**src/rtl/nsfp_pkg.sv**
```systemverilog
// ----------------------------------------------------------------------------
// nsfp_pkg: shared types and constants
// Line record passed from the byte front end to the conversion back end,
// and the result snapshot.
// ----------------------------------------------------------------------------
package nsfp_pkg;

  localparam int LINE_BYTES = 100;
  localparam int TIME_CHARS = 6;
  localparam int LEN_W      = $clog2(LINE_BYTES);
  localparam int TIME_LIM   = (TIME_CHARS < 6) ? TIME_CHARS : 6;
  localparam int IVAL_W     = 20;

  localparam logic [7:0] CH_NUL   = 8'h00;
  localparam logic [7:0] CH_LF    = 8'h0A;
  localparam logic [7:0] CH_CR    = 8'h0D;
  localparam logic [7:0] CH_SP    = 8'h20;
  localparam logic [7:0] CH_COMMA = 8'h2C;
  localparam logic [7:0] CH_DOT   = 8'h2E;
  localparam logic [7:0] CH_PLUS  = 8'h2B;
  localparam logic [7:0] CH_MINUS = 8'h2D;
  localparam logic [7:0] CH_D0    = 8'h30;
  localparam logic [7:0] CH_D1    = 8'h31;
  localparam logic [7:0] CH_D9    = 8'h39;
  localparam logic [7:0] CH_DOLLAR = 8'h24;
  localparam logic [7:0] CH_G     = 8'h47;
  localparam logic [7:0] CH_B     = 8'h42;
  localparam logic [7:0] CH_D     = 8'h44;
  localparam logic [7:0] CH_S     = 8'h53;
  localparam logic [7:0] CH_W     = 8'h57;

  localparam logic [23:0] TYPE_GGA = 24'h474741;
  localparam logic [23:0] TYPE_GSV = 24'h475356;
  localparam logic [23:0] TYPE_VTG = 24'h565447;
  localparam logic [23:0] TYPE_RMC = 24'h524D43;

  localparam logic [47:0] TIME_RESET = 48'h303030303030;

  // scanned number: integer part (saturating), 1e-5 fraction, hundredths
  typedef struct packed {
    logic              neg;
    logic [IVAL_W-1:0] ival;
    logic [16:0]       frac;
    logic [6:0]        hund;
  } num_t;

  typedef struct packed {
    logic        upd_sats;
    logic [7:0]  sats;
    logic        fix_set;
    logic        fix_clr;
    logic        upd_view;
    logic [7:0]  view;
    logic        upd_speed;
    num_t        spd;
    num_t        lat;
    logic        lat_hneg;
    num_t        lon;
    logic        lon_hneg;
    num_t        alt;
    logic        upd_time;
    logic [47:0] tm;
    logic [31:0] bytes;
    logic [31:0] lines;
  } rec_t;

  typedef struct packed {
    logic [31:0] lat;
    logic [31:0] lon;
    logic [24:0] alt;
    logic [24:0] spd;
    logic [7:0]  sats;
    logic [7:0]  view;
    logic        valid;
    logic [47:0] tm;
    logic [31:0] bytes;
    logic [31:0] lines;
  } snap_t;

endpackage

```
**src/rtl/nsfp_lineq.sv**
```systemverilog
// ----------------------------------------------------------------------------
// nsfp_lineq: two-entry line record queue
// Decouples the byte front end from the conversion pipeline.
// ----------------------------------------------------------------------------
module nsfp_lineq (
  input  logic           clk,
  input  logic           rst,
  input  logic           wr,
  input  nsfp_pkg::rec_t din,
  input  logic           rd,
  output nsfp_pkg::rec_t dout,
  output logic           valid,
  output logic           full
);

  nsfp_pkg::rec_t mem [2];
  logic           wp, rp;
  logic [1:0]     cnt;

  assign valid = (cnt != 2'd0);
  assign full  = (cnt == 2'd2);
  assign dout  = mem[rp];

  always_ff @(posedge clk) begin
    if (wr) mem[wp] <= din;
  end

  always_ff @(posedge clk) begin
    if (rst) begin
      wp  <= 1'b0;
      rp  <= 1'b0;
      cnt <= 2'd0;
    end else begin
      if (wr) wp <= ~wp;
      if (rd) rp <= ~rp;
      cnt <= cnt + {1'b0, wr} - {1'b0, rd};
    end
  end

endmodule

```
**config.mk**
```make
export PLATFORM = sky130hd
export DESIGN_NAME = nsfp_lineq
export DESIGN_NICKNAME = d
export VERILOG_FILES = /design/src/rtl/nsfp_pkg.sv /design/src/rtl/nsfp_lineq.sv
export SDC_FILE = /design/constraint.sdc
export NUM_CORES = 1
export LEC_CHECK = 0
export ABC_AREA = 1
export ABC_CLOCK_PERIOD_IN_PS = 28300
export BUFFER_PORTS_ARGS = -buffer_cell sky130_fd_sc_hd__buf_2
export CAP_MARGIN = 10
export CORE_AREA = 2 2 249 251
export DETAILED_ROUTE_END_ITERATION = 16
export DIE_AREA = 0 0 251 253
export SYNTH_ARGS = -nofsm -noshare
export SYNTH_HDL_FRONTEND = slang
export SYNTH_SLANG_ARGS = --single-unit
```
**constraint.sdc**
```tcl
create_clock -name clk -period 28.3 [get_ports clk]
set_input_delay 2.83 -clock clk [delete_from_list [all_inputs] [get_ports clk]]
set_output_delay 2.83 -clock clk [all_outputs]
set_load 0.02 [all_outputs]
```
==> impl_metrics.env <==
export IMPL_status="completed"
export IMPL_cp_slowest_stage_delay_ps=930
export IMPL_cp_cell_sequence="buf_4 > buf_4 > buf_4 > mux2_2 > buf_2"
export IMPL_hold_ws_ps=547
export IMPL_seq_area_frac_synth_pct=79.5
export IMPL_ant_nets=0
export IMPL_worst_slew_pin_slew_ps=1140
export IMPL_peakVddDrop_uv=49.2
export IMPL_min_period_ps=7500
export IMPL_power_density_nw_per_um2=75.3
export IMPL_cts_hold_buf=0
export IMPL_cts_max_level=3
export IMPL_crit_path_top_delay_cell="buf_4"
export IMPL_synth_warnings=0
export IMPL_p_leak_nw=11.8
export IMPL_ys_ff_latch=637
export IMPL_setup_viol=0
export IMPL_post_cts_buffers=0
export IMPL_chipHeight_um=253
export IMPL_wl_per_cell_um=22.2
export IMPL_start_kind="flop"
export IMPL_finalClockSkew_ps=16.4
export IMPL_drc=0
export IMPL_fin_crit_sh_pct=26.5
export IMPL_crit_type="flop to output port"
export IMPL_synth_top_area_share_pct=79.0
export IMPL_critPathMaxFanout=62
export IMPL_initial_utilization_pct=39.3
export IMPL_nNetsFinal=2018
export IMPL_fp_coreArea_um2=61000
export IMPL_row_count=91
export IMPL_clkSinkCount=637
export IMPL_timing_slew_headroom_pct=24.2
export IMPL_critPathRequiredTime_ps=25470
export IMPL_ioPinCount=638
export IMPL_grt_pass1_wl_um=79700
export IMPL_track_usage_pct=17.0
export IMPL_dp_cells=2416
export IMPL_cts_tree="yes"
export IMPL_die_area_um2=63500
export IMPL_drtPass1Iterations=5
export IMPL_cpLargestDelayFamily="buffers and inverters"
export IMPL_ys_flop_type="edfxtp_1"
export IMPL_final_util_pct=49.5
export IMPL_clockRootBuffer="clkbuf_16"
export IMPL_routabilityCongestion=0.867
export IMPL_ff2ff_path_depth=4
export IMPL_dpl_hpwl_um=39200
export IMPL_setup_tns_final_ps=0
export IMPL_hold_depth=2
export IMPL_synth_largest_area_cell="edfxtp_1"
export IMPL_syn_inst=1014
export IMPL_avgViaCountPerCell=4.72
export IMPL_syn2layout_area_growth_pct=25.9
export IMPL_reg2reg_slack_ps=24650
export IMPL_fin_area_um2=30200
export IMPL_cp_num_buf_inv=4
export IMPL_cp_num_cells=5
export IMPL_antenna_found_initial=19
export IMPL_synth_common_cells="632 x edfxtp_1, 240 x mux2_4, 76 x mux2_2, 28 x buf_6, 8 x inv_1"
export IMPL_drt_iter0_drc=560
export IMPL_layout_cells_non_filler=2547
export IMPL_placed_area_um2=28000
export IMPL_port_buffers=637
export IMPL_cap_violations=0
export IMPL_synth_most_common_cell="edfxtp_1"
export IMPL_grt_overflow=0
export IMPL_grt_max_degree=154
export IMPL_synthTopCellsByArea="edfxtp_1 79%, mux2_4 15%, mux2_2 3.6%"
export IMPL_yosysUniqueCellTypes=14
export IMPL_slew_viol_final=0
export IMPL_area_sequential_um2=19100
export IMPL_clk_latency_ps=580
export IMPL_multi_input_area_um2=4560
export IMPL_cts_repair_resized=0
export IMPL_drive_gt1_share_pct=60.8
export IMPL_grt_pass1_vias=12600
export IMPL_hold_viol=0
export IMPL_die_w_um=251
export IMPL_routed_wl_um=56600
export IMPL_synthesis_area_um2=24000
export IMPL_path_clk_slew_ps=60
export IMPL_async_flop_share_pct=0
export IMPL_fmax_mhz=133
export IMPL_vias=12000
export IMPL_synth_edff_count=632
export IMPL_n_fill_cell=5100
export IMPL_clk_path_buf_depth=3
export IMPL_cts_made_buffers=68
export IMPL_syn_avg_cell_area_um2=23.7
export IMPL_critical_path_arrival_ps=4670
export IMPL_hp_class="flop to flop"
export IMPL_path_common_cell="buf_4"
export IMPL_critPathCaptureType="output port"
export IMPL_rsz0062_at_grt="no"
export IMPL_postSynthNetCount=1336
==> stage by stage <==
step / total power, mW / setup slack, ps
2_1_floorplan: 1.33 / 11220
3_3_place_gp: 1.41 / 21500
3_5_place_dp: 1.41 / 21420
4_1_cts: 2.31 / 20760
5_1_grt: 2.36 / 20570
6_report: 2.28 / 20800
==> path summary, 6_finish.rpt <==
kind         from        end
max          flop    dout[3]
min            wp         wp
max reg2reg    wp  mem[1][4]
min reg2reg    wp         wp
==> report_power, final <==
group / switching (mW) / total [mW] / internal (mW)
combinational: 0.158 / 0.277 / 0.119
clock: 0.357 / 0.888 / 0.532
sequential: 0.0163 / 1.11 / 1.10
total: 0.531 / 2.28 / 1.75
==> layout by cell type, fill, tap and decap left out, types with 2 or more instances in the layout <==
cell        count
buf_12          2
buf_2         637
buf_4           8
bufinv_16       9
clkbuf_1       11
clkbuf_16      69
clkinv_1       13
clkinv_2       10
clkinv_8        4
clkinvlp_4      3
dfxtp_1         4
diode_2        10
edfxtp_1      632
ha_1            2
inv_1           7
mux2_2         76
mux2_4        240
nand2_1         5
nor2_1          6
==> kinds of logic after synthesis <==
logic type	synth area share, %
adder cells (fa/ha/maj)	0.104
AO/OA/AOI/OAI	0.0208
XOR/XNOR	0.0365
buffers and inverters	1.58
AND/OR/NAND/NOR	0.229
multiplexers	18.6
flip-flops	79.5
==> layout make-up <==
| class | count | share of cell area, % |
|---|---|---|
| Multi-Input combinational cell | 334 | 15.1 |
| Clock inverter | 41 | 1.57 |
| Tap cell | 790 | 3.27 |
| Clock buffer | 80 | 5.85 |
| Antenna cell | 10 | 0.0828 |
| Sequential cell | 637 | 63.1 |
| Timing Repair Buffer | 647 | 10.9 |
| Inverter | 8 | 0.124 |
==> per-layer routing <==
| layer | GRT usage [%] | vias up | part of all wire, % |
|---|---|---|---|
| met5 | 0 | - | 0.20 |
| met1 | 17.7 | 6013 | 35 |
| met2 | 30.8 | 423 | 54 |
| met4 | 8.15 | 16 | 3.6 |
| li1 | - | 5427 | - |
| met3 | 5.55 | 132 | 7.2 |
==> worst register-to-register path: stages, from the launching register on <==
cell     delay [ps]
dfxtp_1         380
nand2_1         150
inv_8           660
buf_4          1150
buf_4           830
==> registers in the layout, summed over array words and instances (netlist names), named ones only <==
signal / cells
cnt: 2
mem: 632
rp: 1
wp: 1
(Power assumes the default switching activity.)
