===== src/rtl/nsfp_pkg.sv =====
// ----------------------------------------------------------------------------
// nsfp_pkg: shared types and constants
// Line record passed from the byte front end to the conversion back end,
// and the result snapshot.
// ----------------------------------------------------------------------------
package nsfp_pkg;

  localparam int LINE_BYTES = 100;
  localparam int TIME_CHARS = 6;
  localparam int LEN_W      = $clog2(LINE_BYTES);
  localparam int TIME_LIM   = (TIME_CHARS < 6) ? TIME_CHARS : 6;
  localparam int IVAL_W     = 20;

  localparam logic [7:0] CH_NUL   = 8'h00;
  localparam logic [7:0] CH_LF    = 8'h0A;
  localparam logic [7:0] CH_CR    = 8'h0D;
  localparam logic [7:0] CH_SP    = 8'h20;
  localparam logic [7:0] CH_COMMA = 8'h2C;
  localparam logic [7:0] CH_DOT   = 8'h2E;
  localparam logic [7:0] CH_PLUS  = 8'h2B;
  localparam logic [7:0] CH_MINUS = 8'h2D;
  localparam logic [7:0] CH_D0    = 8'h30;
  localparam logic [7:0] CH_D1    = 8'h31;
  localparam logic [7:0] CH_D9    = 8'h39;
  localparam logic [7:0] CH_DOLLAR = 8'h24;
  localparam logic [7:0] CH_G     = 8'h47;
  localparam logic [7:0] CH_B     = 8'h42;
  localparam logic [7:0] CH_D     = 8'h44;
  localparam logic [7:0] CH_S     = 8'h53;
  localparam logic [7:0] CH_W     = 8'h57;

  localparam logic [23:0] TYPE_GGA = 24'h474741;
  localparam logic [23:0] TYPE_GSV = 24'h475356;
  localparam logic [23:0] TYPE_VTG = 24'h565447;
  localparam logic [23:0] TYPE_RMC = 24'h524D43;

  localparam logic [47:0] TIME_RESET = 48'h303030303030;

  // scanned number: integer part (saturating), 1e-5 fraction, hundredths
  typedef struct packed {
    logic              neg;
    logic [IVAL_W-1:0] ival;
    logic [16:0]       frac;
    logic [6:0]        hund;
  } num_t;

  typedef struct packed {
    logic        upd_sats;
    logic [7:0]  sats;
    logic        fix_set;
    logic        fix_clr;
    logic        upd_view;
    logic [7:0]  view;
    logic        upd_speed;
    num_t        spd;
    num_t        lat;
    logic        lat_hneg;
    num_t        lon;
    logic        lon_hneg;
    num_t        alt;
    logic        upd_time;
    logic [47:0] tm;
    logic [31:0] bytes;
    logic [31:0] lines;
  } rec_t;

  typedef struct packed {
    logic [31:0] lat;
    logic [31:0] lon;
    logic [24:0] alt;
    logic [24:0] spd;
    logic [7:0]  sats;
    logic [7:0]  view;
    logic        valid;
    logic [47:0] tm;
    logic [31:0] bytes;
    logic [31:0] lines;
  } snap_t;

endpackage


===== src/rtl/nsfp_back.sv =====
// ----------------------------------------------------------------------------
// nsfp_back: conversion back end
// Converts DDDMM.mmmmm to 1e-7 degrees in a three-stage pipeline, commits
// the output state in line order and queues one snapshot per line.
// ----------------------------------------------------------------------------
module nsfp_back (
  input  logic            clk,
  input  logic            rst,
  input  logic            rec_valid,
  input  nsfp_pkg::rec_t  rec,
  output logic            rec_pop,
  input  logic            pop,
  output logic            empty,
  output nsfp_pkg::snap_t snap
);

  typedef struct packed {
    logic        big;
    logic [7:0]  q;
    logic [25:0] x;
  } lane_t;

  localparam logic [30:0] DEG_MAX = 31'd1800000000;

  function automatic lane_t lane_s1(nsfp_pkg::num_t n);
    lane_t       r;
    logic [27:0] p;
    p     = 28'(n.ival[14:0]) * 28'd5243;
    r.big = (n.ival >= nsfp_pkg::IVAL_W'(18000));
    r.q   = p[26:19];
    r.x   = '0;
    return r;
  endfunction

  function automatic lane_t lane_s2(lane_t l, nsfp_pkg::num_t n);
    lane_t       r;
    logic [14:0] rem;
    rem = n.ival[14:0] - 15'(l.q) * 15'd100;
    r   = l;
    r.x = 26'(rem[6:0]) * 26'd500000 + 26'(n.frac) * 26'd5;
    return r;
  endfunction

  function automatic lane_t lane_s3(lane_t l);
    lane_t       r;
    logic [57:0] p;
    p   = {32'd0, l.x} * {26'd0, 32'hAAAAAAAB};
    r   = l;
    r.x = {1'b0, p[57:33]};
    return r;
  endfunction

  function automatic logic [31:0] deg_out(lane_t l, logic neg);
    logic [30:0] v;
    logic [30:0] m;
    v = 31'(l.q) * 31'd10000000 + 31'(l.x);
    m = (l.big || v > DEG_MAX) ? DEG_MAX : v;
    return neg ? -{1'b0, m} : {1'b0, m};
  endfunction

  function automatic logic [24:0] centi(nsfp_pkg::num_t n, logic [24:0] neg_lim);
    logic        big;
    logic [24:0] mag;
    logic [24:0] r;
    big = (n.ival >= nsfp_pkg::IVAL_W'(100000));
    mag = 25'(n.ival[16:0]) * 25'd100 + 25'(n.hund);
    if (n.neg) r = (big || mag > neg_lim) ? -neg_lim : -mag;
    else r = big ? 25'd10000000 : mag;
    return r;
  endfunction

  logic           s1_v, s2_v, s3_v;
  nsfp_pkg::rec_t s1, s2, s3;
  lane_t          s1_la, s1_lo, s2_la, s2_lo, s3_la, s3_lo;

  logic [31:0] lat_r, lon_r;
  logic [24:0] alt_r, spd_r;
  logic [7:0]  sats_r, view_r;
  logic        valid_r;
  logic [47:0] tm_r;

  nsfp_pkg::snap_t nxt;
  nsfp_pkg::snap_t oq [2];
  logic            owp, orp;
  logic [1:0]      ocnt;
  logic            ofull, adv, commit, opop;

  assign ofull   = (ocnt == 2'd2);
  assign empty   = (ocnt == 2'd0);
  assign snap    = oq[orp];
  assign opop    = pop && !empty;
  // the whole pipeline holds while the snapshot queue is full and stage three holds a record
  assign adv     = !s3_v || !ofull;
  assign commit  = s3_v && adv;
  assign rec_pop = adv && rec_valid;

  always_comb begin
    nxt.lat   = lat_r;
    nxt.lon   = lon_r;
    nxt.alt   = alt_r;
    nxt.spd   = spd_r;
    nxt.sats  = sats_r;
    nxt.view  = view_r;
    nxt.valid = valid_r;
    nxt.tm    = tm_r;
    nxt.bytes = s3.bytes;
    nxt.lines = s3.lines;
    if (s3.upd_sats) nxt.sats = s3.sats;
    if (s3.fix_set) begin
      nxt.lat   = deg_out(s3_la, s3.lat.neg ^ s3.lat_hneg);
      nxt.lon   = deg_out(s3_lo, s3.lon.neg ^ s3.lon_hneg);
      nxt.alt   = centi(s3.alt, 25'd100000);
      nxt.valid = 1'b1;
    end
    if (s3.fix_clr) nxt.valid = 1'b0;
    if (s3.upd_view) nxt.view = s3.view;
    if (s3.upd_speed) nxt.spd = centi(s3.spd, 25'd10000000);
    if (s3.upd_time) nxt.tm = s3.tm;
  end

  always_ff @(posedge clk) begin
    if (adv) begin
      s1    <= rec;
      s1_la <= lane_s1(rec.lat);
      s1_lo <= lane_s1(rec.lon);
      s2    <= s1;
      s2_la <= lane_s2(s1_la, s1.lat);
      s2_lo <= lane_s2(s1_lo, s1.lon);
      s3    <= s2;
      s3_la <= lane_s3(s2_la);
      s3_lo <= lane_s3(s2_lo);
    end
    if (commit) oq[owp] <= nxt;
  end

  always_ff @(posedge clk) begin
    if (rst) begin
      s1_v    <= 1'b0;
      s2_v    <= 1'b0;
      s3_v    <= 1'b0;
      owp     <= 1'b0;
      orp     <= 1'b0;
      ocnt    <= 2'd0;
      lat_r   <= '0;
      lon_r   <= '0;
      alt_r   <= '0;
      spd_r   <= '0;
      sats_r  <= '0;
      view_r  <= '0;
      valid_r <= 1'b0;
      tm_r    <= nsfp_pkg::TIME_RESET;
    end else begin
      if (adv) begin
        s1_v <= rec_valid;
        s2_v <= s1_v;
        s3_v <= s2_v;
      end
      if (commit) begin
        lat_r   <= nxt.lat;
        lon_r   <= nxt.lon;
        alt_r   <= nxt.alt;
        spd_r   <= nxt.spd;
        sats_r  <= nxt.sats;
        view_r  <= nxt.view;
        valid_r <= nxt.valid;
        tm_r    <= nxt.tm;
        owp     <= ~owp;
      end
      if (opop) orp <= ~orp;
      ocnt <= ocnt + {1'b0, commit} - {1'b0, opop};
    end
  end

endmodule


===== config.mk =====
export PLATFORM = sky130hd
export DESIGN_NAME = nsfp_back
export DESIGN_NICKNAME = d
export VERILOG_FILES = /design/src/rtl/nsfp_pkg.sv /design/src/rtl/nsfp_back.sv
export SDC_FILE = /design/constraint.sdc
export NUM_CORES = 2
export LEC_CHECK = 0
export ABC_CLOCK_PERIOD_IN_PS = 36900
export BUFFER_PORTS_ARGS = -buffer_cell sky130_fd_sc_hd__buf_2
export CAP_MARGIN = 10
export CORE_MARGIN = 2
export CORE_UTILIZATION = 35
export CTS_CLUSTER_SIZE = 8
export DETAILED_ROUTE_END_ITERATION = 10
export HOLD_SLACK_MARGIN = 0.1
export RECOVER_POWER = 25
export SYNTH_ARGS = -nofsm -noshare
export SYNTH_HDL_FRONTEND = slang
export SYNTH_SLANG_ARGS = --single-unit

===== constraint.sdc =====
create_clock -name clk -period 36.9 [get_ports clk]
set_clock_uncertainty 0.05 [all_clocks]
set_input_delay 9.225 -clock clk [delete_from_list [all_inputs] [get_ports clk]]
set_output_delay 9.225 -clock clk [all_outputs]
set_load 0.01 [all_outputs]

==> out/qor.txt <==
failing checks - capacitance limit, slew limit
crit path capture type - primary output
num rows - 191
Die Ht - 526 um
Critical Path Source Type - input port
num ports - 565
Initial Util - 35.2%
root buf cell - clkbuf_16
setup violators final - 0
Area contributors post-synth - edfxtp_1 40%, ha_1 15%, fa_1 14%
synthesized flop and latch total - 1,459
yosys warns - 0
Die Width - 526 um
max_cap viols - 4
critical path startpoint - rec_valid
DP HPWL - 164 mm
Min Clock Period, post-route - 18.87 ns
clock sink total - 1,459
share of cells above drive strength 1 - 13.5%
asr flop ratio synth - 0%
met2 usage - 26.3%
post-CTS setup buffers - 0
global-route wire length before repair - 345 mm
unrepaired setup endpoints after global routing - no
Post-Place Worst Slack - 18.03 ns
post-route ant nets - 0
synth unique cells - 106
Residual DRC - 0
Post-synth EDFFs - 1,272
H-tree lvl count - 4
Max Freq - 53.0 MHz
Synth top area share - 40.1%
WL/cell - 17.9 um
hold path start - s2[18]$_DFFE_PN_
Synth Flop Type - edfxtp_1
Mapped Cells - 7,793
vias in the first global route - 61,571
crit path kind - in2out
pins over their slew limit - 225
sequential share of the synthesized area - 44.0%
Longest Clk Path Bufs - 4
slowest CP cell - and2_1
TritonCTS clock tree - built
routed vias - 59,077
crit-path max FO - 2
global route hottest layer - met2
cts repair resizes - 0
CP required - 27.62 ns
synth-to-layout area growth - 13.6%
DRT Pass-1 Iters - 6
max incr delay on CP - 0.13 ns
Sum Neg Setup Slack - 0 ns
Final Wtd Congestion - 0.859
initial antenna violation count - 24
hold-fix buffers at CTS - 0
clk_lat worst skew - 0.88 ns
status - complete, but fails checks
met3 Resource Use GR - 2.31%
Worst-Margin Slew - 3.98 ns
Final Hold Vio Count - 0
cells along the critical path - buf_2, and2_1, buf_2
vias per inst - 4.87
Mean Syn Cell Area - 12.2 um2
core area - 0.271 mm2
Post-Syn Area - 0.0953 mm2
total CTS buffers - 211
largest net degree at the start of global routing - 156
Reg2Reg Launch Point - s3_la[32]$_DFFE_PN_
Min-Delay Path Class - reg2reg
fin crit share - 51.1%
total global-route track usage - 15.6%
# port buffers - 516
fill cell count - 25,559
full die area - 0.276 mm2
Yosys top cell by area - edfxtp_1
Post-Route WL - 217 mm
met1 GRT Util - 20.8%
most used cell, CP - buf_2
setup ws final - 18.03 ns
CP arrival - 9.59 ns
grt total ovfl - 0
first-iteration detailed-routing DRC count - 3,219
relative slew slack - -165%
Final nets - 10,491
Clk pin slew, worst setup/hold paths - 0.05 ns
Net Count, Synth - 9,885
[final cells by class]
class	count	area [um2]	share of cell area, %
Clock inverter	24	300	0.277
Inverter	1202	4510	4.17
Multi-Input combinational cell	4961	48200	44.5
Tap cell	3570	4470	4.12
Timing Repair Buffer	564	2980	2.75
Sequential cell	1459	41900	38.7
Antenna cell	18	45.0	0.0416
Clock buffer	344	5820	5.38
[worst paths after layout]
kind / end / slack, ns / cells past startpoint
max: rec_pop / 18.03 / 3
min: nxt[18]$_DFFE_PN_ / 0.28 / 0
max reg2reg: oq[1][241]$_DFFE_PP_ / 26.93 / 32
min reg2reg: nxt[18]$_DFFE_PN_ / 0.28 / 0
[stage by stage]
stage | hold WS [ns] | cell area (um2) | utilization, % | std cells
3_5_place_dp | 0.355 | 102000 | 37.7 | 11756
4_1_cts | 0.282 | 108000 | 40.0 | 12124
3_3_place_gp | 0.351 | 102000 | 37.7 | 11756
6_report | 0.282 | 108000 | 40.0 | 12142
5_1_grt | 0.294 | 108000 | 40.0 | 12128
2_1_floorplan | 0.350 | 95300 | - | 7793
[layer usage]
metal / vias up / wire length [um]
met5: - / 39
met4: 6 / 5060
met3: 275 / 10800
met2: 1125 / 104000
met1: 29138 / 97500
li1: 28533 / -
[critical path: cells and delay by family]
family	cells	cell delay [ns]
buf+inv	2	0.23
simple gates	1	0.13
[kinds of logic (layout without fill, tap and decap cells)]
logic type,after synthesis,after routing,synth area share (%)
muxes,365,365,4.29
xor gates and xnor gates,334,334,3.11
buffers and inverters,1373,2134,5.43
other,0,18,0
and+or+nand+nor,1290,1290,6.51
adders and majority gates,1772,1772,28.4
AOI/OAI and AO/OA,1200,1200,8.25
DFF,1459,1459,44.0
[registers in the layout, indices dropped and copies added, names as in the netlist, 35 cells and up, named ones only]
name,cells
s2_la,35
s3,130
s2_lo,35
s2,194
tm_r,48
s1,242
oq,486
nxt,64
[placed cells by master, fill, tap and decap left out, types with 90 or more instances in the layout]
cell type  count
clkbuf_16    213
fa_1         652
nand2_1      389
a211oi_1      90
nor3_1        94
edfxtp_1    1272
ha_1        1120
xnor2_1      216
mux2_2       285
clkbuf_1     134
a21oi_1      406
inv_1       1200
xor2_1       110
a21o_1       120
buf_2        515
o21ai_0      172
nor2_1       353
dfxtp_1      186
[cells in the mapped netlist, drive strengths merged (11+ instances only)]
library cell and count:
a211o 17, a211oi 93, a21boi 13, a21o 120, a21oi 410, a221oi 12
a311oi 12, a31o 14, a31oi 40, and2 32, and3 45, and4 11
buf 15, clkbuf 156, dfxtp 187, edfxtp 1272, fa 652, ha 1120
inv 1201, mux2 349, mux2i 16, nand2 390, nand2b 42, nand3 86
nand3b 24, nand4 31, nor2 357, nor2b 45, nor3 94, nor3b 19
nor4 21, o211ai 26, o21a 54, o21ai 187, o21bai 42, o311ai 13
o31ai 23, or2 19, or3 35, or4 11, xnor2 220, xor2 112
Power is left out: the tool's default activity adds up to more than one toggle a clock period on the data nets, which glitch-free logic cannot reach.
