File: src/rtl/nsfp_pkg.sv
// ----------------------------------------------------------------------------
// nsfp_pkg: shared types and constants
// Line record passed from the byte front end to the conversion back end,
// and the result snapshot.
// ----------------------------------------------------------------------------
package nsfp_pkg;

  localparam int LINE_BYTES = 100;
  localparam int TIME_CHARS = 6;
  localparam int LEN_W      = $clog2(LINE_BYTES);
  localparam int TIME_LIM   = (TIME_CHARS < 6) ? TIME_CHARS : 6;
  localparam int IVAL_W     = 20;

  localparam logic [7:0] CH_NUL   = 8'h00;
  localparam logic [7:0] CH_LF    = 8'h0A;
  localparam logic [7:0] CH_CR    = 8'h0D;
  localparam logic [7:0] CH_SP    = 8'h20;
  localparam logic [7:0] CH_COMMA = 8'h2C;
  localparam logic [7:0] CH_DOT   = 8'h2E;
  localparam logic [7:0] CH_PLUS  = 8'h2B;
  localparam logic [7:0] CH_MINUS = 8'h2D;
  localparam logic [7:0] CH_D0    = 8'h30;
  localparam logic [7:0] CH_D1    = 8'h31;
  localparam logic [7:0] CH_D9    = 8'h39;
  localparam logic [7:0] CH_DOLLAR = 8'h24;
  localparam logic [7:0] CH_G     = 8'h47;
  localparam logic [7:0] CH_B     = 8'h42;
  localparam logic [7:0] CH_D     = 8'h44;
  localparam logic [7:0] CH_S     = 8'h53;
  localparam logic [7:0] CH_W     = 8'h57;

  localparam logic [23:0] TYPE_GGA = 24'h474741;
  localparam logic [23:0] TYPE_GSV = 24'h475356;
  localparam logic [23:0] TYPE_VTG = 24'h565447;
  localparam logic [23:0] TYPE_RMC = 24'h524D43;

  localparam logic [47:0] TIME_RESET = 48'h303030303030;

  // scanned number: integer part (saturating), 1e-5 fraction, hundredths
  typedef struct packed {
    logic              neg;
    logic [IVAL_W-1:0] ival;
    logic [16:0]       frac;
    logic [6:0]        hund;
  } num_t;

  typedef struct packed {
    logic        upd_sats;
    logic [7:0]  sats;
    logic        fix_set;
    logic        fix_clr;
    logic        upd_view;
    logic [7:0]  view;
    logic        upd_speed;
    num_t        spd;
    num_t        lat;
    logic        lat_hneg;
    num_t        lon;
    logic        lon_hneg;
    num_t        alt;
    logic        upd_time;
    logic [47:0] tm;
    logic [31:0] bytes;
    logic [31:0] lines;
  } rec_t;

  typedef struct packed {
    logic [31:0] lat;
    logic [31:0] lon;
    logic [24:0] alt;
    logic [24:0] spd;
    logic [7:0]  sats;
    logic [7:0]  view;
    logic        valid;
    logic [47:0] tm;
    logic [31:0] bytes;
    logic [31:0] lines;
  } snap_t;

endpackage

File: src/rtl/nsfp_front.sv
// ----------------------------------------------------------------------------
// nsfp_front: byte front end
// Splits each line into fields as bytes arrive, scans numbers per field and
// emits one line record on every LF.
// ----------------------------------------------------------------------------
module nsfp_front (
  input  logic            clk,
  input  logic            rst,
  input  logic [7:0]      rx_byte,
  input  logic            push,
  input  logic            rec_full,
  output logic            rec_push,
  output nsfp_pkg::rec_t  rec
);

  typedef enum logic [2:0] {
    PH_START = 3'b001,
    PH_BODY  = 3'b010,
    PH_DONE  = 3'b100
  } phase_t;

  typedef struct packed {
    phase_t         phase;
    logic           point;
    logic [2:0]     fcnt;
    nsfp_pkg::num_t num;
  } scan_t;

  localparam scan_t SCAN_RST = '{phase: PH_START, point: 1'b0, fcnt: 3'd0, num: '0};
  localparam logic [nsfp_pkg::IVAL_W-1:0] IVAL_MAX = '1;

  function automatic scan_t scan_step(scan_t s, logic [7:0] c);
    scan_t       r;
    logic        dig;
    logic        blank;
    logic        take;
    logic [3:0]  d;
    logic [23:0] wide;
    r     = s;
    take  = 1'b0;
    d     = c[3:0];
    dig   = (c >= nsfp_pkg::CH_D0) && (c <= nsfp_pkg::CH_D9);
    blank = (c == nsfp_pkg::CH_SP) || ((c >= 8'd9) && (c <= 8'd13));
    wide  = {1'b0, s.num.ival, 3'b0} + {3'b0, s.num.ival, 1'b0} + {20'd0, d};
    unique case (s.phase)
      PH_START: begin
        if (blank) begin
          r.phase = PH_START;
        end else if (c == nsfp_pkg::CH_PLUS || c == nsfp_pkg::CH_MINUS) begin
          r.num.neg = (c == nsfp_pkg::CH_MINUS);
          r.phase   = PH_BODY;
        end else begin
          take = 1'b1;
        end
      end
      PH_BODY: take = 1'b1;
      PH_DONE: r.phase = PH_DONE;
      default: r.phase = PH_DONE;
    endcase
    if (take) begin
      r.phase = PH_BODY;
      if (c == nsfp_pkg::CH_DOT && !s.point) begin
        r.point = 1'b1;
      end else if (dig) begin
        if (s.point) begin
          // drop fraction digits past the fifth
          if (s.fcnt < 3'd5) begin
            r.fcnt = s.fcnt + 3'd1;
            unique case (s.fcnt)
              3'd0: begin
                r.num.frac = s.num.frac + 17'(d) * 17'd10000;
                r.num.hund = 7'(d) * 7'd10;
              end
              3'd1: begin
                r.num.frac = s.num.frac + 17'(d) * 17'd1000;
                r.num.hund = s.num.hund + 7'(d);
              end
              3'd2: r.num.frac = s.num.frac + 17'(d) * 17'd100;
              3'd3: r.num.frac = s.num.frac + 17'(d) * 17'd10;
              default: r.num.frac = s.num.frac + 17'(d);
            endcase
          end
        end else begin
          r.num.ival = (wide > 24'(IVAL_MAX)) ? IVAL_MAX : wide[nsfp_pkg::IVAL_W-1:0];
        end
      end else begin
        r.phase = PH_DONE;
      end
    end
    return r;
  endfunction

  function automatic logic [7:0] cnt8(nsfp_pkg::num_t n);
    logic [7:0] r;
    if (n.neg) r = 8'd0;
    else if (n.ival > nsfp_pkg::IVAL_W'(255)) r = 8'hFF;
    else r = n.ival[7:0];
    return r;
  endfunction

  logic [nsfp_pkg::LEN_W-1:0] line_length;
  logic                       dead;
  logic [2:0]                 hdr_cnt;
  logic [47:0]                hdr;
  logic [4:0]                 fld;
  scan_t                      scan;
  logic [2:0]                 ccnt;
  nsfp_pkg::num_t             n2, n3, n4, n7, n9;
  logic [7:0]                 fc2, fc3, fc5, fc6;
  logic [47:0]                tm;
  logic                       t1ne;
  logic [31:0]                byte_counter;
  logic [31:0]                line_counter;

  logic  acc, is_lf, store, proc, is_comma;
  scan_t scan_next;
  logic [5:0] tpos;

  assign acc       = push && !rec_full;
  assign is_lf     = (rx_byte == nsfp_pkg::CH_LF);
  assign store     = acc && !is_lf && (rx_byte != nsfp_pkg::CH_CR) &&
                     (line_length < nsfp_pkg::LEN_W'(nsfp_pkg::LINE_BYTES - 1));
  assign proc      = store && !dead && (rx_byte != nsfp_pkg::CH_NUL);
  assign is_comma  = (rx_byte == nsfp_pkg::CH_COMMA);
  assign scan_next = scan_step(scan, rx_byte);
  assign tpos      = 6'(8 * (5 - int'(ccnt)));

  always_ff @(posedge clk) begin
    if (rst) begin
      byte_counter <= '0;
      line_counter <= '0;
      line_length  <= '0;
      dead         <= 1'b0;
      hdr_cnt      <= '0;
      hdr          <= '0;
      fld          <= '0;
      scan         <= SCAN_RST;
      ccnt         <= '0;
      n2 <= '0; n3 <= '0; n4 <= '0; n7 <= '0; n9 <= '0;
      fc2 <= '0; fc3 <= '0; fc5 <= '0; fc6 <= '0;
      tm           <= '0;
      t1ne         <= 1'b0;
    end else begin
      if (acc) byte_counter <= byte_counter + 32'd1;
      if (acc && is_lf) begin
        if (line_length != '0) line_counter <= line_counter + 32'd1;
        line_length <= '0;
        dead        <= 1'b0;
        hdr_cnt     <= '0;
        hdr         <= '0;
        fld         <= '0;
        scan        <= SCAN_RST;
        ccnt        <= '0;
        n2 <= '0; n3 <= '0; n4 <= '0; n7 <= '0; n9 <= '0;
        fc2 <= '0; fc3 <= '0; fc5 <= '0; fc6 <= '0;
        tm          <= '0;
        t1ne        <= 1'b0;
      end else if (store) begin
        line_length <= line_length + 1'b1;
        // a zero byte ends the line for parsing
        if (!dead && rx_byte == nsfp_pkg::CH_NUL) dead <= 1'b1;
        if (proc) begin
          if (hdr_cnt < 3'd6) begin
            hdr     <= {hdr[39:0], rx_byte};
            hdr_cnt <= hdr_cnt + 3'd1;
          end
          if (is_comma) begin
            if (fld != 5'd31) fld <= fld + 5'd1;
            scan <= SCAN_RST;
            ccnt <= '0;
          end else begin
            scan <= scan_next;
            if (ccnt < 3'(nsfp_pkg::TIME_LIM)) ccnt <= ccnt + 3'd1;
            if (ccnt == 3'd0) begin
              if (fld == 5'd2) fc2 <= rx_byte;
              if (fld == 5'd3) fc3 <= rx_byte;
              if (fld == 5'd5) fc5 <= rx_byte;
              if (fld == 5'd6) fc6 <= rx_byte;
            end
            if (fld == 5'd1) begin
              t1ne <= 1'b1;
              if (ccnt < 3'(nsfp_pkg::TIME_LIM)) tm[tpos +: 8] <= rx_byte;
            end
            if (fld == 5'd2) n2 <= scan_next.num;
            if (fld == 5'd3) n3 <= scan_next.num;
            if (fld == 5'd4) n4 <= scan_next.num;
            if (fld == 5'd7) n7 <= scan_next.num;
            if (fld == 5'd9) n9 <= scan_next.num;
          end
        end
      end
    end
  end

  logic talker_ok, is_gga, is_gsv, is_vtg, is_rmc, gga_fix;

  always_comb begin
    talker_ok = (hdr_cnt == 3'd6) && (hdr[47:40] == nsfp_pkg::CH_DOLLAR) &&
                ((hdr[39:32] == nsfp_pkg::CH_G) ||
                 (hdr[39:32] == nsfp_pkg::CH_B && hdr[31:24] == nsfp_pkg::CH_D));
    is_gga  = talker_ok && (hdr[23:0] == nsfp_pkg::TYPE_GGA);
    is_gsv  = talker_ok && (hdr[23:0] == nsfp_pkg::TYPE_GSV);
    is_vtg  = talker_ok && (hdr[23:0] == nsfp_pkg::TYPE_VTG);
    is_rmc  = talker_ok && (hdr[23:0] == nsfp_pkg::TYPE_RMC);
    gga_fix = (fld >= 5'd9) && (fc6 != nsfp_pkg::CH_D0) && (fc6 != nsfp_pkg::CH_NUL);

    rec.upd_sats  = is_gga && (fld >= 5'd7);
    rec.sats      = cnt8(n7);
    rec.fix_set   = is_gga && gga_fix;
    rec.fix_clr   = is_gga && !gga_fix;
    rec.upd_view  = is_gsv && (fld >= 5'd3) && (fc3 >= nsfp_pkg::CH_D0) &&
                    (fc3 <= nsfp_pkg::CH_D9) && (fc2 == nsfp_pkg::CH_D1);
    rec.view      = cnt8(n3);
    rec.upd_speed = is_vtg && (fld >= 5'd7);
    rec.spd       = n7;
    rec.lat       = n2;
    rec.lat_hneg  = (fc3 == nsfp_pkg::CH_S) || (fc3 == nsfp_pkg::CH_W);
    rec.lon       = n4;
    rec.lon_hneg  = (fc5 == nsfp_pkg::CH_S) || (fc5 == nsfp_pkg::CH_W);
    rec.alt       = n9;
    rec.upd_time  = is_rmc && (fld >= 5'd1) && t1ne;
    rec.tm        = tm;
    rec.bytes     = byte_counter + 32'd1;
    rec.lines     = line_counter + ((line_length != '0) ? 32'd1 : 32'd0);
  end

  assign rec_push = acc && is_lf;

endmodule

File: config.mk
export PLATFORM = sky130hd
export DESIGN_NAME = nsfp_front
export DESIGN_NICKNAME = d
export VERILOG_FILES = /design/src/rtl/nsfp_pkg.sv /design/src/rtl/nsfp_front.sv
export SDC_FILE = /design/constraint.sdc
export NUM_CORES = 1
export LEC_CHECK = 0
export BUFFER_PORTS_ARGS = -buffer_cell sky130_fd_sc_hd__buf_2
export CORE_MARGIN = 5
export CORE_UTILIZATION = 55
export DETAILED_ROUTE_END_ITERATION = 16
export PLACE_DENSITY = 0.77
export SYNTH_ARGS = -nofsm -noshare
export SYNTH_HDL_FRONTEND = slang
export SYNTH_SLANG_ARGS = --single-unit
File: constraint.sdc
create_clock -name clk -period 14.3 [get_ports clk]
set_clock_uncertainty 0.2 [all_clocks]
set_input_delay 1.43 -clock clk [delete_from_list [all_inputs] [get_ports clk]]
set_output_delay 1.43 -clock clk [all_outputs]
set_load 0.02 [all_outputs]
==> run_results.csv <==
group,metric,value,unit
yosys,syn_area,0.0250,sq mm
routing,drt_wl_total,84400,um
yosys,synth-edff-count,0,
timing,period_needed,6.38,ns
yosys,ys.flop_type,"dfxtp_1",
yosys,async_flop_share,0,%
yosys,yosysWarnings,0,
grt,gr-total-overflow,0,
yosys,synth.distinct_cells,78,
place,place_inst,3839,
grt,grt_max_degree,112,
worst_setup_path,critPathKind,"input pin to flip-flop",
pwr,power.switching,702,uW
yosys,ys_ff_latch,464,
clock_network,clock-root-buffer,"clkbuf_16",
pwr,powerDensity,98.9,mW/mm^2
layout,final_layout_size_suffix_gt1_share,14.5,%
timing,drv_slew,0,
pwr,p_leak,0.0118,uW
layout,final_util,63.1,%
timing,post-route-period-util,44.6,%
yosys,syn_avg_cell_area,8.13,sq um
timing,fmax,157,MHz
pwr,clkPwrFrac,45.2,%
floorplan,die_w,223,um
routing,drc,0,
floorplan,die_h,223,um
worst_setup_path,crit_arrival,6.64,ns
grt,grt_antenna_before_repair,1,
floorplan,coreArea,0.0452,sq mm
routing,viasPerCell,6.27,
grt,grt_pass1_vias,22600,
timing,slew_headroom,16.4,%
clock_network,cts-buffers-inserted,49,
yosys,postSynthCellCount,3072,
pwr,seqPwrFrac,46.1,%
timing,worstMarginPinSlew,1.25,ns
timing,setup_slack,7.92,ns
routing,first_pass_iters,6,
timing,finalSetupViolCount,0,
grt,grtUsageTotal,32.0,%
yosys,synth_nets,3252,
place,place_ws,7.42,ns
job,maxCapViolations,0,
routing,postRouteAntennaNets,0,
routing,drt_iter0_markers,2985,
worst_setup_path,crit_fanout,23,
routing,routed-via-count,24600,
outcome,outcome,"completed",
worst_hold_path,worstHoldPathType,"flip-flop to flip-flop",
floorplan,pin_count,329,
clock_network,post_cts.repair.setup_buffers,0,
yosys,synth.largest_area_cell,"dfxtp_1",
layout,fin_nets,3470,
clock_network,htree_levels,2,
timing,rsz0062_at_grt,"false",
pwr,intPower,2120,uW
routing,wl_per_cell,21.5,um
pwr,swShare,24.9,%
clock_network,clkSinkCount,464,
worst_setup_path,end_kind,"flip-flop",
floorplan,start_util,55.3,%
timing,hold_violations,0,
clock_network,cts_tree,"done",
clock_network,hold_buffers,0,
yosys,synth_top_area_share,37.2,%
clock_network,cts_resized,0,
place,dp_hpwl,60600,um
pwr,vdd_ir_drop_max,0.0845,mV
pwr,comb_power_share,8.7,%
clock_network,clock_path_buffers,3,
worst_setup_path,critPathLaunchType,"input pin",
layout,syn_to_final_growth,14.2,%
timing,tns,0,ns
place,port-buffer-count,328,
layout,antenna_cells,0,
layout,final_cells,3923,
clock_network,insertion_delay,0.59,ns
grt,grt_pass1_wl,130000,um
floorplan,die-area,0.0498,sq mm
place,finalWeightedCongestion,1.01,
yosys,ys_seq_area_share,37.2,%
floorplan,num_rows,78,
yosys,synth.area.top_cells,"dfxtp_1 37%, ha_1 7.5%, nor2_1 5.1%",
worst_setup_path,required,14.55,ns
clock_network,path_clk_slew,0.06,ns
timing,holdWs,0.254,ns
[synth_stat cells, types with 73 or more instances]
| library cell | count |
|---|---|
| dfxtp_1 | 464 |
| nor2_1 | 340 |
| nand2_1 | 329 |
| a21oi_1 | 249 |
| nand3_1 | 206 |
| clkbuf_1 | 178 |
| o21ai_0 | 152 |
| ha_1 | 150 |
| o31ai_1 | 99 |
| xnor2_1 | 94 |
| xor2_1 | 85 |
| nor3_1 | 76 |
| inv_1 | 73 |
[worst max-delay path, cell delays in order]
cell and delay [ns]:
buf_2 0.63, fa_1 0.62, inv_1 0.14, fa_1 0.41, inv_1 0.07, ha_1 0.26
a21oi_1 0.23, xnor2_1 0.10, ha_1 0.24, or4_1 0.41, a211oi_1 0.31, o31ai_1 0.18
o31a_1 0.34, a221oi_1 0.34, a21oi_1 0.09, a2111oi_2 0.66, o31ai_1 0.15
[final timing paths]
kind	startpoint	endpoint	slack, ns	depth (start not counted)
min	rec[261]	rec[261]	0.25	2
min reg2reg	rec[261]	rec[261]	0.25	2
max	rx_byte[3]	rec[226]	7.92	17
max reg2reg	scan[24]	rec[149]	9.71	12
[cell usage in the layout, fill, tap and decap left out, types with 22 or more instances in the layout]
cell	n
clkbuf_16	49
buf_4	31
xnor2_1	94
xor2_1	85
nor3_1	76
nor4_1	22
mux2i_1	29
a211oi_1	71
o31ai_1	99
inv_1	73
ha_1	150
o211ai_1	26
a21oi_1	247
nand4_1	30
a21o_1	38
o21ai_0	152
nor2_1	337
dfxtp_1	464
nand2_1	328
nand3_1	204
buf_2	328
[area by class of cell]
| type | instances | area (sq um) |
|---|---|---|
| clock buffers | 65 | 1370 |
| repair buffers | 359 | 1870 |
| flip-flops and latches | 464 | 9290 |
| well taps | 600 | 751 |
| clock inverters | 19 | 209 |
| inverters | 74 | 278 |
| multi-input cells | 2342 | 14800 |
| fillers | 3934 | 16700 |
[stage by stage]
stage | total power, uW | cell area (sq um)
detailed placement | 1570 | 26900
global route | 2910 | 28500
global placement | 1560 | 26900
finish | 2820 | 28500
CTS | 2830 | 28500
floorplan | 1500 | 25000
[power groups by stage]
stage	combinational (uW)	clock (uW)	sequential (uW)
2_1_floorplan	173	0	1330
3_3_place_gp	232	0	1330
3_5_place_dp	239	0	1330
4_1_cts	240	1280	1300
5_1_grt	268	1340	1300
6_report	245	1270	1300
[flip-flops by register name (all words and copies together) (netlist names)]
| name | cells |
|---|---|
| byte_counter | 32 |
| ccnt | 3 |
| dead | 1 |
| fc2 | 8 |
| fc3 | 8 |
| fc5 | 7 |
| fc6 | 8 |
| fld | 5 |
| hdr | 48 |
| hdr_cnt | 3 |
| line_counter | 32 |
| line_length | 7 |
| n3 | 21 |
| rec | 180 |
| scan | 52 |
| t1ne | 1 |
| tm | 48 |
[metal layers]
layer	track usage [%]	part of all wire [%]	up-vias
li1	-	-	11400
met2	49.1	44	1251
met5	0	0	-
met4	10.3	3.4	0
met1	46.1	43	11700
met3	5.16	9.8	171
[logic make-up after synthesis]
logic type	count (synthesis)	share of synthesized area, %
adders and majority gates	168	8.95
and+or+nand+nor	1161	21.7
muxes	32	1.30
AOI/OAI and AO/OA	802	20.5
buffers and inverters	266	4.04
xor gates and xnor gates	179	6.28
DFF	464	37.2
Note: power is estimated with default switching activity, not from simulation.
